[config.mk]
export PLATFORM = sky130hd
export DESIGN_NAME = base64_line_encoder_unit
export DESIGN_NICKNAME = d
export VERILOG_FILES = /design/src/hw/rtl/b64le_pkg.sv /design/src/hw/rtl/b64le_front.sv /design/src/hw/rtl/b64le_queue.sv /design/src/hw/rtl/b64le_back.sv /design/src/hw/rtl/base64_line_encoder_unit.sv
export VERILOG_INCLUDE_DIRS = /design/src /design/src/hw/rtl
export SDC_FILE = /design/constraint.sdc
export NUM_CORES = 1
export LEC_CHECK = 0
export BUFFER_PORTS_ARGS = -buffer_cell sky130_fd_sc_hd__buf_4
export CELL_PAD_IN_SITES_DETAIL_PLACEMENT = 0
export CELL_PAD_IN_SITES_GLOBAL_PLACEMENT = 1
export CORE_ASPECT_RATIO = 1.4
export CORE_MARGIN = 1.5
export CORE_UTILIZATION = 42
export DETAILED_ROUTE_END_ITERATION = 12
export HOLD_SLACK_MARGIN = 0.06
export PLACE_DENSITY = 0.81
export SETUP_SLACK_MARGIN = 0.1
export SLEW_MARGIN = 10
export SYNTH_ARGS = -nofsm -noshare
export SYNTH_HDL_FRONTEND = slang
export SYNTH_SLANG_ARGS = --single-unit
[constraint.sdc]
create_clock -name clock -period 2.62 [get_ports clock]
set_input_delay 0.131 -clock clock [delete_from_list [all_inputs] [get_ports clock]]
set_output_delay 0.131 -clock clock [all_outputs]
set_load 0.01 [all_outputs]
[src/hw/rtl/base64_line_encoder_unit_assert.svh]
// Assertion macros used by the encoder back end RTL.
`ifndef BASE64_LINE_ENCODER_UNIT_ASSERT_SVH
`define BASE64_LINE_ENCODER_UNIT_ASSERT_SVH

// Same-cycle implication, disabled while reset is high.
`define B64LE_ASSERT_NOW(label, clk, rst, ante, cons) \
   label: assert property (@(posedge clk) disable iff (rst) (ante) |-> (cons)) \
      else $error("assertion failed");

// Next-cycle implication, disabled while reset is high.
`define B64LE_ASSERT_NEXT(label, clk, rst, ante, cons) \
   label: assert property (@(posedge clk) disable iff (rst) (ante) |=> (cons)) \
      else $error("assertion failed");

`endif

[src/hw/rtl/b64le_pkg.sv]
package b64le_pkg;

   localparam int QueueDepth = 2;

   localparam logic [7:0] LineLengthReset = 8'd76;
   localparam logic [3:0] LineIndentReset = 4'd0;
   localparam logic [3:0] MaxIndent       = 4'd14;

   // register indexes on the csr port
   localparam logic CsrLineLength = 1'b0;
   localparam logic CsrLineIndent = 1'b1;

   localparam logic [5:0] SymMask     = 6'h3f;
   localparam logic [7:0] CharPad     = 8'h3d;
   localparam logic [7:0] CharSpace   = 8'h20;
   localparam logic [7:0] CharNewline = 8'h0a;
   localparam logic [7:0] CharPlus    = 8'h2b;
   localparam logic [7:0] CharSlash   = 8'h2f;

   typedef struct packed {
      logic       is_pad;
      logic [5:0] sym;
   } slot_type;

   // one classified input byte: up to four encoded characters
   typedef struct packed {
      slot_type [3:0] slot;
      logic [1:0]     last_slot;
      logic           msg_end;
   } job_type;

   typedef struct packed {
      logic [7:0] line_length;
      logic [3:0] line_indent;
   } cfg_type;

   function automatic logic [7:0] sym_to_ascii(input logic [5:0] v);
      logic [7:0] r;
      if (v < 6'd26) begin
         r = 8'h41 + {2'b00, v};
      end else if (v < 6'd52) begin
         r = 8'h61 + {2'b00, v} - 8'd26;
      end else if (v < 6'd62) begin
         r = 8'h30 + {2'b00, v} - 8'd52;
      end else if (v == 6'd62) begin
         r = CharPlus;
      end else begin
         r = CharSlash;
      end
      return r;
   endfunction

endpackage

[src/hw/rtl/b64le_front.sv]
// Byte intake: tracks the 3-byte group phase and splits bytes into symbols.
module b64le_front (
   input  logic                clock,
   input  logic                reset,
   input  logic                req_valid,
   input  logic [7:0]          req_data_byte,
   input  logic                req_message_end,
   output logic                req_stall,
   input  logic                queue_full,
   output logic                push,
   output b64le_pkg::job_type  push_job
);

   logic [1:0] phase_ff, phase_in;
   logic [3:0] left_ff, left_in;
   b64le_pkg::slot_type pad_slot;
   logic [7:0] b;

   assign req_stall = queue_full;
   assign push      = req_valid && !queue_full;
   assign b         = req_data_byte;

   always_comb begin
      pad_slot.is_pad = 1'b1;
      pad_slot.sym    = 6'd0;
      for (int i = 0; i < 4; i++) begin
         push_job.slot[i] = pad_slot;
      end
      push_job.msg_end = req_message_end;
      case (phase_ff)
         2'd1: begin
            push_job.slot[0] = '{is_pad: 1'b0, sym: {left_ff[1:0], b[7:4]}};
            push_job.slot[1] = '{is_pad: 1'b0, sym: {b[3:0], 2'b00}};
            push_job.last_slot = req_message_end ? 2'd2 : 2'd0;
            phase_in = 2'd2;
            left_in  = b[3:0];
         end
         2'd2: begin
            push_job.slot[0] = '{is_pad: 1'b0, sym: {left_ff, b[7:6]}};
            push_job.slot[1] = '{is_pad: 1'b0, sym: b[5:0] & b64le_pkg::SymMask};
            push_job.last_slot = 2'd1;
            phase_in = 2'd0;
            left_in  = 4'd0;
         end
         default: begin
            // phase three never occurs; handled as phase zero
            push_job.slot[0] = '{is_pad: 1'b0, sym: b[7:2]};
            push_job.slot[1] = '{is_pad: 1'b0, sym: {b[1:0], 4'b0000}};
            push_job.last_slot = req_message_end ? 2'd3 : 2'd0;
            phase_in = 2'd1;
            left_in  = {2'b00, b[1:0]};
         end
      endcase
      if (req_message_end) begin
         phase_in = 2'd0;
         left_in  = 4'd0;
      end
   end

   always_ff @(posedge clock) begin
      if (reset) begin
         phase_ff <= 2'd0;
         left_ff  <= 4'd0;
      end else if (push) begin
         phase_ff <= phase_in;
         left_ff  <= left_in;
      end
   end

endmodule

[src/hw/rtl/b64le_queue.sv]
// Small job queue between intake and character output.
module b64le_queue #(
   parameter int DEPTH = b64le_pkg::QueueDepth
) (
   input  logic                clock,
   input  logic                reset,
   input  logic                push,
   input  b64le_pkg::job_type  push_job,
   input  logic                pop,
   output logic                full,
   output logic                head_valid,
   output b64le_pkg::job_type  head_job
);

   localparam int PtrW = (DEPTH > 1) ? $clog2(DEPTH) : 1;
   localparam int CntW = $clog2(DEPTH + 1);

   b64le_pkg::job_type entries_ff [DEPTH];
   logic [PtrW-1:0] wr_ptr_ff, rd_ptr_ff;
   logic [CntW-1:0] count_ff;

   assign full       = (count_ff == CntW'(DEPTH));
   assign head_valid = (count_ff != '0);
   assign head_job   = entries_ff[rd_ptr_ff];

   function automatic logic [PtrW-1:0] next_ptr(input logic [PtrW-1:0] p);
      return (p == PtrW'(DEPTH - 1)) ? '0 : p + PtrW'(1);
   endfunction

   always_ff @(posedge clock) begin
      if (push) begin
         entries_ff[wr_ptr_ff] <= push_job;
      end
   end

   always_ff @(posedge clock) begin
      if (reset) begin
         wr_ptr_ff <= '0;
         rd_ptr_ff <= '0;
         count_ff  <= '0;
      end else begin
         if (push) begin
            wr_ptr_ff <= next_ptr(wr_ptr_ff);
         end
         if (pop) begin
            rd_ptr_ff <= next_ptr(rd_ptr_ff);
         end
         if (push && !pop) begin
            count_ff <= count_ff + CntW'(1);
         end else if (pop && !push) begin
            count_ff <= count_ff - CntW'(1);
         end
      end
   end

endmodule

[src/hw/rtl/b64le_back.sv]
`include "base64_line_encoder_unit_assert.svh"

// Character sequencer: indent, symbols, line wraps and closing newline.
module b64le_back (
   input  logic                clock,
   input  logic                reset,
   input  b64le_pkg::cfg_type  cfg,
   input  logic                head_valid,
   input  b64le_pkg::job_type  head_job,
   output logic                pop,
   output logic                rsp_valid,
   input  logic                rsp_stall,
   output logic [7:0]          rsp_out_char,
   output logic                rsp_run_last,
   output logic                rsp_encoded_end
);

   typedef enum logic [1:0] {
      M_CHAR,
      M_WRAP,
      M_CLOSE
   } mode_type;

   mode_type   mode_ff, mode_in;
   logic [1:0] k_ff, k_in;
   logic [3:0] spaces_ff, spaces_in;
   logic [7:0] column_ff, column_in;
   logic       rsp_valid_ff, rsp_valid_in;
   logic [7:0] char_ff, char_in;
   logic       run_last_ff, run_last_in;
   logic       end_ff;

   logic       fire;
   logic       final_char;
   logic [3:0] indent;
   logic [7:0] sym_char;
   logic [7:0] new_col;
   b64le_pkg::slot_type cur;

   assign fire       = head_valid && (!rsp_valid_ff || !rsp_stall);
   assign cur        = head_job.slot[k_ff];
   assign final_char = (k_ff == head_job.last_slot);
   assign indent     = (cfg.line_indent > b64le_pkg::MaxIndent) ?
                       b64le_pkg::MaxIndent : cfg.line_indent;
   assign sym_char   = cur.is_pad ? b64le_pkg::CharPad : b64le_pkg::sym_to_ascii(cur.sym);
   assign new_col    = column_ff + 8'd1;

   always_comb begin
      mode_in     = mode_ff;
      k_in        = k_ff;
      spaces_in   = spaces_ff;
      column_in   = column_ff;
      char_in     = char_ff;
      run_last_in = 1'b0;
      pop         = 1'b0;
      case (mode_ff)
         M_CHAR: begin
            if (column_ff == 8'd0 && spaces_ff < indent) begin
               char_in   = b64le_pkg::CharSpace;
               spaces_in = spaces_ff + 4'd1;
            end else begin
               char_in   = sym_char;
               spaces_in = 4'd0;
               if (new_col == cfg.line_length) begin
                  column_in = 8'd0;
                  mode_in   = M_WRAP;
               end else begin
                  column_in = new_col;
                  if (final_char) begin
                     if (head_job.msg_end && new_col != 8'd0) begin
                        mode_in = M_CLOSE;
                     end else begin
                        run_last_in = 1'b1;
                        pop         = 1'b1;
                        k_in        = 2'd0;
                     end
                  end else begin
                     k_in = k_ff + 2'd1;
                  end
               end
            end
         end
         M_WRAP: begin
            char_in = b64le_pkg::CharNewline;
            mode_in = M_CHAR;
            if (final_char) begin
               run_last_in = 1'b1;
               pop         = 1'b1;
               k_in        = 2'd0;
            end else begin
               k_in = k_ff + 2'd1;
            end
         end
         M_CLOSE: begin
            char_in     = b64le_pkg::CharNewline;
            column_in   = 8'd0;
            mode_in     = M_CHAR;
            run_last_in = 1'b1;
            pop         = 1'b1;
            k_in        = 2'd0;
         end
         default: begin
            mode_in = M_CHAR;
         end
      endcase
      if (!fire) begin
         pop = 1'b0;
      end
      if (fire) begin
         rsp_valid_in = 1'b1;
      end else if (!rsp_stall) begin
         rsp_valid_in = 1'b0;
      end else begin
         rsp_valid_in = rsp_valid_ff;
      end
   end

   always_ff @(posedge clock) begin
      if (reset) begin
         mode_ff      <= M_CHAR;
         k_ff         <= 2'd0;
         spaces_ff    <= 4'd0;
         column_ff    <= 8'd0;
         rsp_valid_ff <= 1'b0;
      end else begin
         rsp_valid_ff <= rsp_valid_in;
         if (fire) begin
            mode_ff   <= mode_in;
            k_ff      <= k_in;
            spaces_ff <= spaces_in;
            column_ff <= column_in;
         end
      end
      if (fire) begin
         char_ff     <= char_in;
         run_last_ff <= run_last_in;
         end_ff      <= run_last_in && head_job.msg_end;
      end
   end

   assign rsp_valid       = rsp_valid_ff;
   assign rsp_out_char    = char_ff;
   assign rsp_run_last    = run_last_ff;
   assign rsp_encoded_end = end_ff;

   `B64LE_ASSERT_NOW(a_close_col, clock, reset, mode_ff == M_CLOSE, column_ff != 8'd0)
   `B64LE_ASSERT_NOW(a_wrap_col, clock, reset, mode_ff == M_WRAP, column_ff == 8'd0)
   `B64LE_ASSERT_NOW(a_spaces_max, clock, reset, 1'b1, spaces_ff <= b64le_pkg::MaxIndent)
   `B64LE_ASSERT_NOW(a_end_is_last, clock, reset, rsp_valid_ff && end_ff, run_last_ff)
   `B64LE_ASSERT_NEXT(a_close_done, clock, reset, fire && mode_ff == M_CLOSE, mode_ff == M_CHAR)

endmodule

[src/hw/rtl/base64_line_encoder_unit.sv]
// Channel | Dir | Handshake                 | Payload
// req     | in  | req_valid / req_stall     | req_data_byte[7:0], req_message_end
// rsp     | out | rsp_valid / rsp_stall     | rsp_out_char[7:0], rsp_run_last, rsp_encoded_end
// csr     | in  | csr_write_enable          | csr_index, csr_write_data[7:0]
//
// One output character per cycle from the back sequencer while a job is queued and
// rsp_stall does not hold the output; a byte yields 1 to 4 symbols plus indent spaces and newlines.
// Intake takes one byte per cycle while the job queue has room.
// Synchronous active-high reset; no clearing pass, ready once reset is released.
// rsp_stall holds the output register; intake continues until the queue fills.
module base64_line_encoder_unit #(
   parameter int QUEUE_DEPTH = b64le_pkg::QueueDepth
) (
   input  logic        clock,
   input  logic        reset,
   // input transactions
   input  logic        req_valid,
   output logic        req_stall,
   input  logic [7:0]  req_data_byte,
   input  logic        req_message_end,
   // result transactions
   output logic        rsp_valid,
   input  logic        rsp_stall,
   output logic [7:0]  rsp_out_char,
   output logic        rsp_run_last,
   output logic        rsp_encoded_end,
   // register writes
   input  logic        csr_write_enable,
   input  logic        csr_index,
   input  logic [7:0]  csr_write_data
);

   // configuration registers
   logic [7:0] line_length_ff;
   logic [3:0] line_indent_ff;
   b64le_pkg::cfg_type cfg;

   always_ff @(posedge clock) begin
      if (reset) begin
         line_length_ff <= b64le_pkg::LineLengthReset;
         line_indent_ff <= b64le_pkg::LineIndentReset;
      end else if (csr_write_enable) begin
         case (csr_index)
            b64le_pkg::CsrLineLength: line_length_ff <= csr_write_data;
            b64le_pkg::CsrLineIndent: line_indent_ff <= csr_write_data[3:0];
            default: ;
         endcase
      end
   end

   assign cfg.line_length = line_length_ff;
   assign cfg.line_indent = line_indent_ff;

   // front -> queue -> back
   logic               push, pop, queue_full, head_valid;
   b64le_pkg::job_type push_job, head_job;

   b64le_front u_front (
      .clock           (clock),
      .reset           (reset),
      .req_valid       (req_valid),
      .req_data_byte   (req_data_byte),
      .req_message_end (req_message_end),
      .req_stall       (req_stall),
      .queue_full      (queue_full),
      .push            (push),
      .push_job        (push_job)
   );

   b64le_queue #(
      .DEPTH (QUEUE_DEPTH)
   ) u_queue (
      .clock      (clock),
      .reset      (reset),
      .push       (push),
      .push_job   (push_job),
      .pop        (pop),
      .full       (queue_full),
      .head_valid (head_valid),
      .head_job   (head_job)
   );

   // column tracking and line formatting live in the back end
   b64le_back u_back (
      .clock           (clock),
      .reset           (reset),
      .cfg             (cfg),
      .head_valid      (head_valid),
      .head_job        (head_job),
      .pop             (pop),
      .rsp_valid       (rsp_valid),
      .rsp_stall       (rsp_stall),
      .rsp_out_char    (rsp_out_char),
      .rsp_run_last    (rsp_run_last),
      .rsp_encoded_end (rsp_encoded_end)
   );

endmodule

==> results by group <==
Min path
  – Path class of the lowest-slack min-delay path: in -> reg
  – Instance count along the most critical hold path: 3
  – Hold path startpoint: req_data_byte[2]

Flow run
  – Max-cap check violation count: 0

Setup path
  – Slowest library cell on the worst path: sky130_fd_sc_hd__dfxtp_4
  – Slowest cell delay on critical path: about 370 ps
  – Endpoint arrival time on the critical path: roughly 3000 ps
  – Start-to-end type of the worst setup path: reg -> reg
  – Depth of the worst register-to-register path: 11
  – Crit Reg-Reg Startpoint: u_back.column_ff[1]
  – Critical-path cell list: inv_1 -> ha_4 -> xnor2_2 -> nand2_2 -> a2111oi_4 -> o2111ai_2 -> or2_1 -> a22oi_2 -> ha_1 -> or3_1 -> a21oi_1
  – Required time of the critical path: around 2900 ps
  – Launching element type of the critical path: flip-flop
  – Critical Path Source: u_back.column_ff[1]
  – Max Fanout on Critical Path: 4
  – Critical Path Sink Type: flip-flop

Synthesis
  – Fraction of the yosys area taken by sequential cells: between 40% and 50%
  – Cell with the most instances after synthesis: sky130_fd_sc_hd__nand2_1
  – Synth Net Count: 537
  – Most frequent cells after synthesis: sky130_fd_sc_hd__nand2_1 (56), sky130_fd_sc_hd__dfxtp_1 (40), sky130_fd_sc_hd__edfxtp_1 (40), sky130_fd_sc_hd__nor2_1 (35), sky130_fd_sc_hd__a21oi_1 (34)
  – Number of enable-type register cells in the synthesized netlist: 40
  – Dominant combinational cell family by area after synthesis: simple AND/OR/NAND/NOR gates
  – Share of Yosys cell area claimed by the top area cell type: roughly 26%
  – XOR/XNOR share of the synthesized area: 3.783%
  – Netlist area before placement: between 0.004 and 0.005 sq mm
  – Biggest area contributors in the synthesized netlist: sky130_fd_sc_hd__edfxtp_1 (26%), sky130_fd_sc_hd__dfxtp_1 (17%), sky130_fd_sc_hd__ha_1 (6.2%)
  – Adder-cell share of the synthesized area: 6.215%
  – Number of distinct library cell variants in the gate-level netlist after synthesis: just over 70
  – Area share of and/or/nand/nor cells after synthesis: a little over a fifth
  – Most used flip-flop cell after synthesis: sky130_fd_sc_hd__edfxtp_1
  – Synthesized-area fraction occupied by ao, oa, aoi and oai cells: between 10% and 20%
  – Leading area contributor after synthesis: sky130_fd_sc_hd__edfxtp_1
  – Fraction of registers with async set or reset after synthesis: 0%
  – Synthesized instance count: a little under 500
  – Mux share of post-synthesis cell area: between 4 and 5%
  – Syn. warnings: 0
  – Post-synthesis register bit count: 80
  – Syn_area_per_cell: about 9.4 sq um

GRT
  – Via count of the first global-routing pass: 3693
  – Number of antenna violations at the first check in global routing: 0
  – Wire length of the first global-routing pass: ~17000 um
  – Pin count of the biggest net entering global routing: 42
  – Gr ovfl total: 0
  – GRT Total Usage: 18.84%

Run status
  – Run status: finished, violations left
  – Violations in the final reports: setup timing

CTS
  – Number of levels in the clock H-tree: 3
  – Clock root buffer master: sky130_fd_sc_hd__clkbuf_16
  – Cts bufs inserted: 9
  – Bufs on Longest Clock Path: 2
  – Number of clock sinks seen by CTS: 80
  – Later-pin clock latency in the skew report: 340 ps
  – CTS tree: yes
  – Worst-path clk slew: around 60 ps

Die
  – Die width: about 92 um
  – Initial cell density of the core: a little over two fifths
  – Area of the die: 0.01167 sq mm
  – Cell Rows: 45
  – Core region area: 0.01081 sq mm
  – Die Height: around 130 um
  – Number of top-level pins: 35

Place
  – Routability-driven placement congestion ratio: around 0.96
  – HPWL reported at the end of detailed placement: between 7000 and 8000 um
  – I/O Buffers: 34
  – Setup slack at placement: -98.33 ps

Timing
  – Final period utilization: 102.1%
  – Upper clock frequency limit: between 300 and 400 MHz
  – Number of failing hold endpoints at the final stage: 0
  – Clock Skews: approximately 5.1 ps
  – Max-slew violation count: 0
  – Count of endpoints failing setup in the final report: 1
  – Setup repair after global routing missed its margin: true
  – PnR worst setup slack: -53.87 ps
  – Max-slew headroom at the worst pin: between 50% and 60%
  – Final critical-path required period: between 2000 and 3000 ps
  – Hold Slack: around 65 ps
  – Worst Tran Pin Value: 635.3 ps

Layout
  – Area grow syn2layout: 29.26%
  – Register Area: between 0.002 and 0.0025 sq mm
  – Total number of nets in the final design: a little over 600
  – Multi-input gate area in the final layout: 0.002611 sq mm
  – Layout fillers: between 900 and 1000
  – Antenna fix cells: 0
  – Share of cells above drive strength 1: between 20 and 30%

Routing
  – Post-DR vias/cell: 5.502
  – Aggregate routed wire length: about 11000 um
  – Violation count after the first detailed-routing iteration: 247
  – Total vias in the final route: ~4000
  – Number of routed nets with antenna violations: 0
  – Detailed-route DRC error count: 0
  – WL/cell: between 10 and 15 um
  – Number of iterations in the first detailed-routing pass: 5

Power
  – Tot Pwr: between 6 and 7 mW
  – Reported leakage power: roughly 2.3 nW
  – Maximum ir drop on the vdd rail: around 0.00047 V
  – Power per Cell Area: 1006 mW/mm^2
==> kinds of logic after synthesis <==
kind of cell | Yosys count
flops | 80
simple gates | 191
xor+xnor | 20
fa+ha+maj | 23
buf+inv | 57
compound gates | 107
mux | 13
==> per-layer routing <==
layer	share of wire [%]	up-vias	wire (um)	global-route usage [%]
li1	-	1941	-	-
met1	43	1884	4546	22.67
met2	51	101	5452	32.75
met3	3.8	19	401	3.393
met4	2.2	0	236	8.416
met5	0	-	0	0
==> layout by cell type, fill, tap and decap left out, drive strengths merged, types with 10 or more instances in the layout <==
| cell type | instances |
|---|---|
| dlygate4sd3 | 10 |
| buf | 90 |
| dfxtp | 40 |
| xnor2 | 12 |
| edfxtp | 40 |
| a21oi | 34 |
| nor2 | 36 |
| nand3 | 20 |
| nand2 | 58 |
| o21ai | 24 |
| a22oi | 15 |
| nor3 | 14 |
| inv | 31 |
| ha | 23 |
==> sequential cells by signal, indices dropped and copies added, names as in the netlist, 2 cells and up, named ones only <==
register and cells:
line_indent_ff 4, line_length_ff 8, u_back.column_ff 8, u_back.k_ff 2, u_back.mode_ff 2, u_back.rsp_out_char 8, u_back.spaces_ff 4, u_front.left_ff 4
u_front.phase_ff 2, u_queue.count_ff 2, u_queue.entries_ff 30
==> cell type report <==
type | count | area share (%)
clock inverters | 7 | 1.003
repair buffers | 100 | 13.21
clock buffers | 9 | 3.763
well taps | 141 | 2.947
multi-input cells | 354 | 43.62
flip-flops and latches | 80 | 33.70
inverters | 26 | 1.756
==> path summary, 6_finish.rpt <==
kind	endpoint	slack (ps)
worst min register to register	line_indent_ff[0]	460
worst max-delay path	u_queue.count_ff[1]	-50
worst max register to register	u_queue.count_ff[1]	-50
worst min-delay path	u_front.left_ff[2]	70
==> where the power goes <==
| group | internal, mW | total, mW | switching (mW) |
|---|---|---|---|
| registers | 1.65 | 1.77 | 0.125 |
| logic | 1.46 | 3.04 | 1.59 |
| clock network | 0.661 | 1.20 | 0.541 |
==> metrics by stage <==
stage / cells / instance area [sq um] / setup TNS [ps] / utilization (%)
floorplan: 491 / 4713 / -27.79 / -
global placement: 681 / 5298 / -67.09 / 49.00
detailed placement: 681 / 5298 / -115.1 / 49.00
CTS: 711 / 5743 / -38.88 / 53.13
global route: 717 / 5986 / -329.7 / 55.37
finish: 717 / 5986 / -53.87 / 55.37
==> worst max-delay path, delay by kind of cell (launching register included) <==
| family | cells | cell delay, ps |
|---|---|---|
| fa+ha+maj | 2 | 540 |
| xor+xnor | 1 | 160 |
| flops | 1 | 370 |
| compound gates | 4 | 740 |
| buf+inv | 1 | 70 |
| simple gates | 3 | 740 |
==> what timing repair did <==
item,CTS,global route
gates resized for setup,7,49
buffers inserted,4,7
endpoints found under the hold margin,11,0
hold buffers,10,0
setup endpoints to repair,9,15
pin swaps,6,23
(Power assumes the default switching activity.)
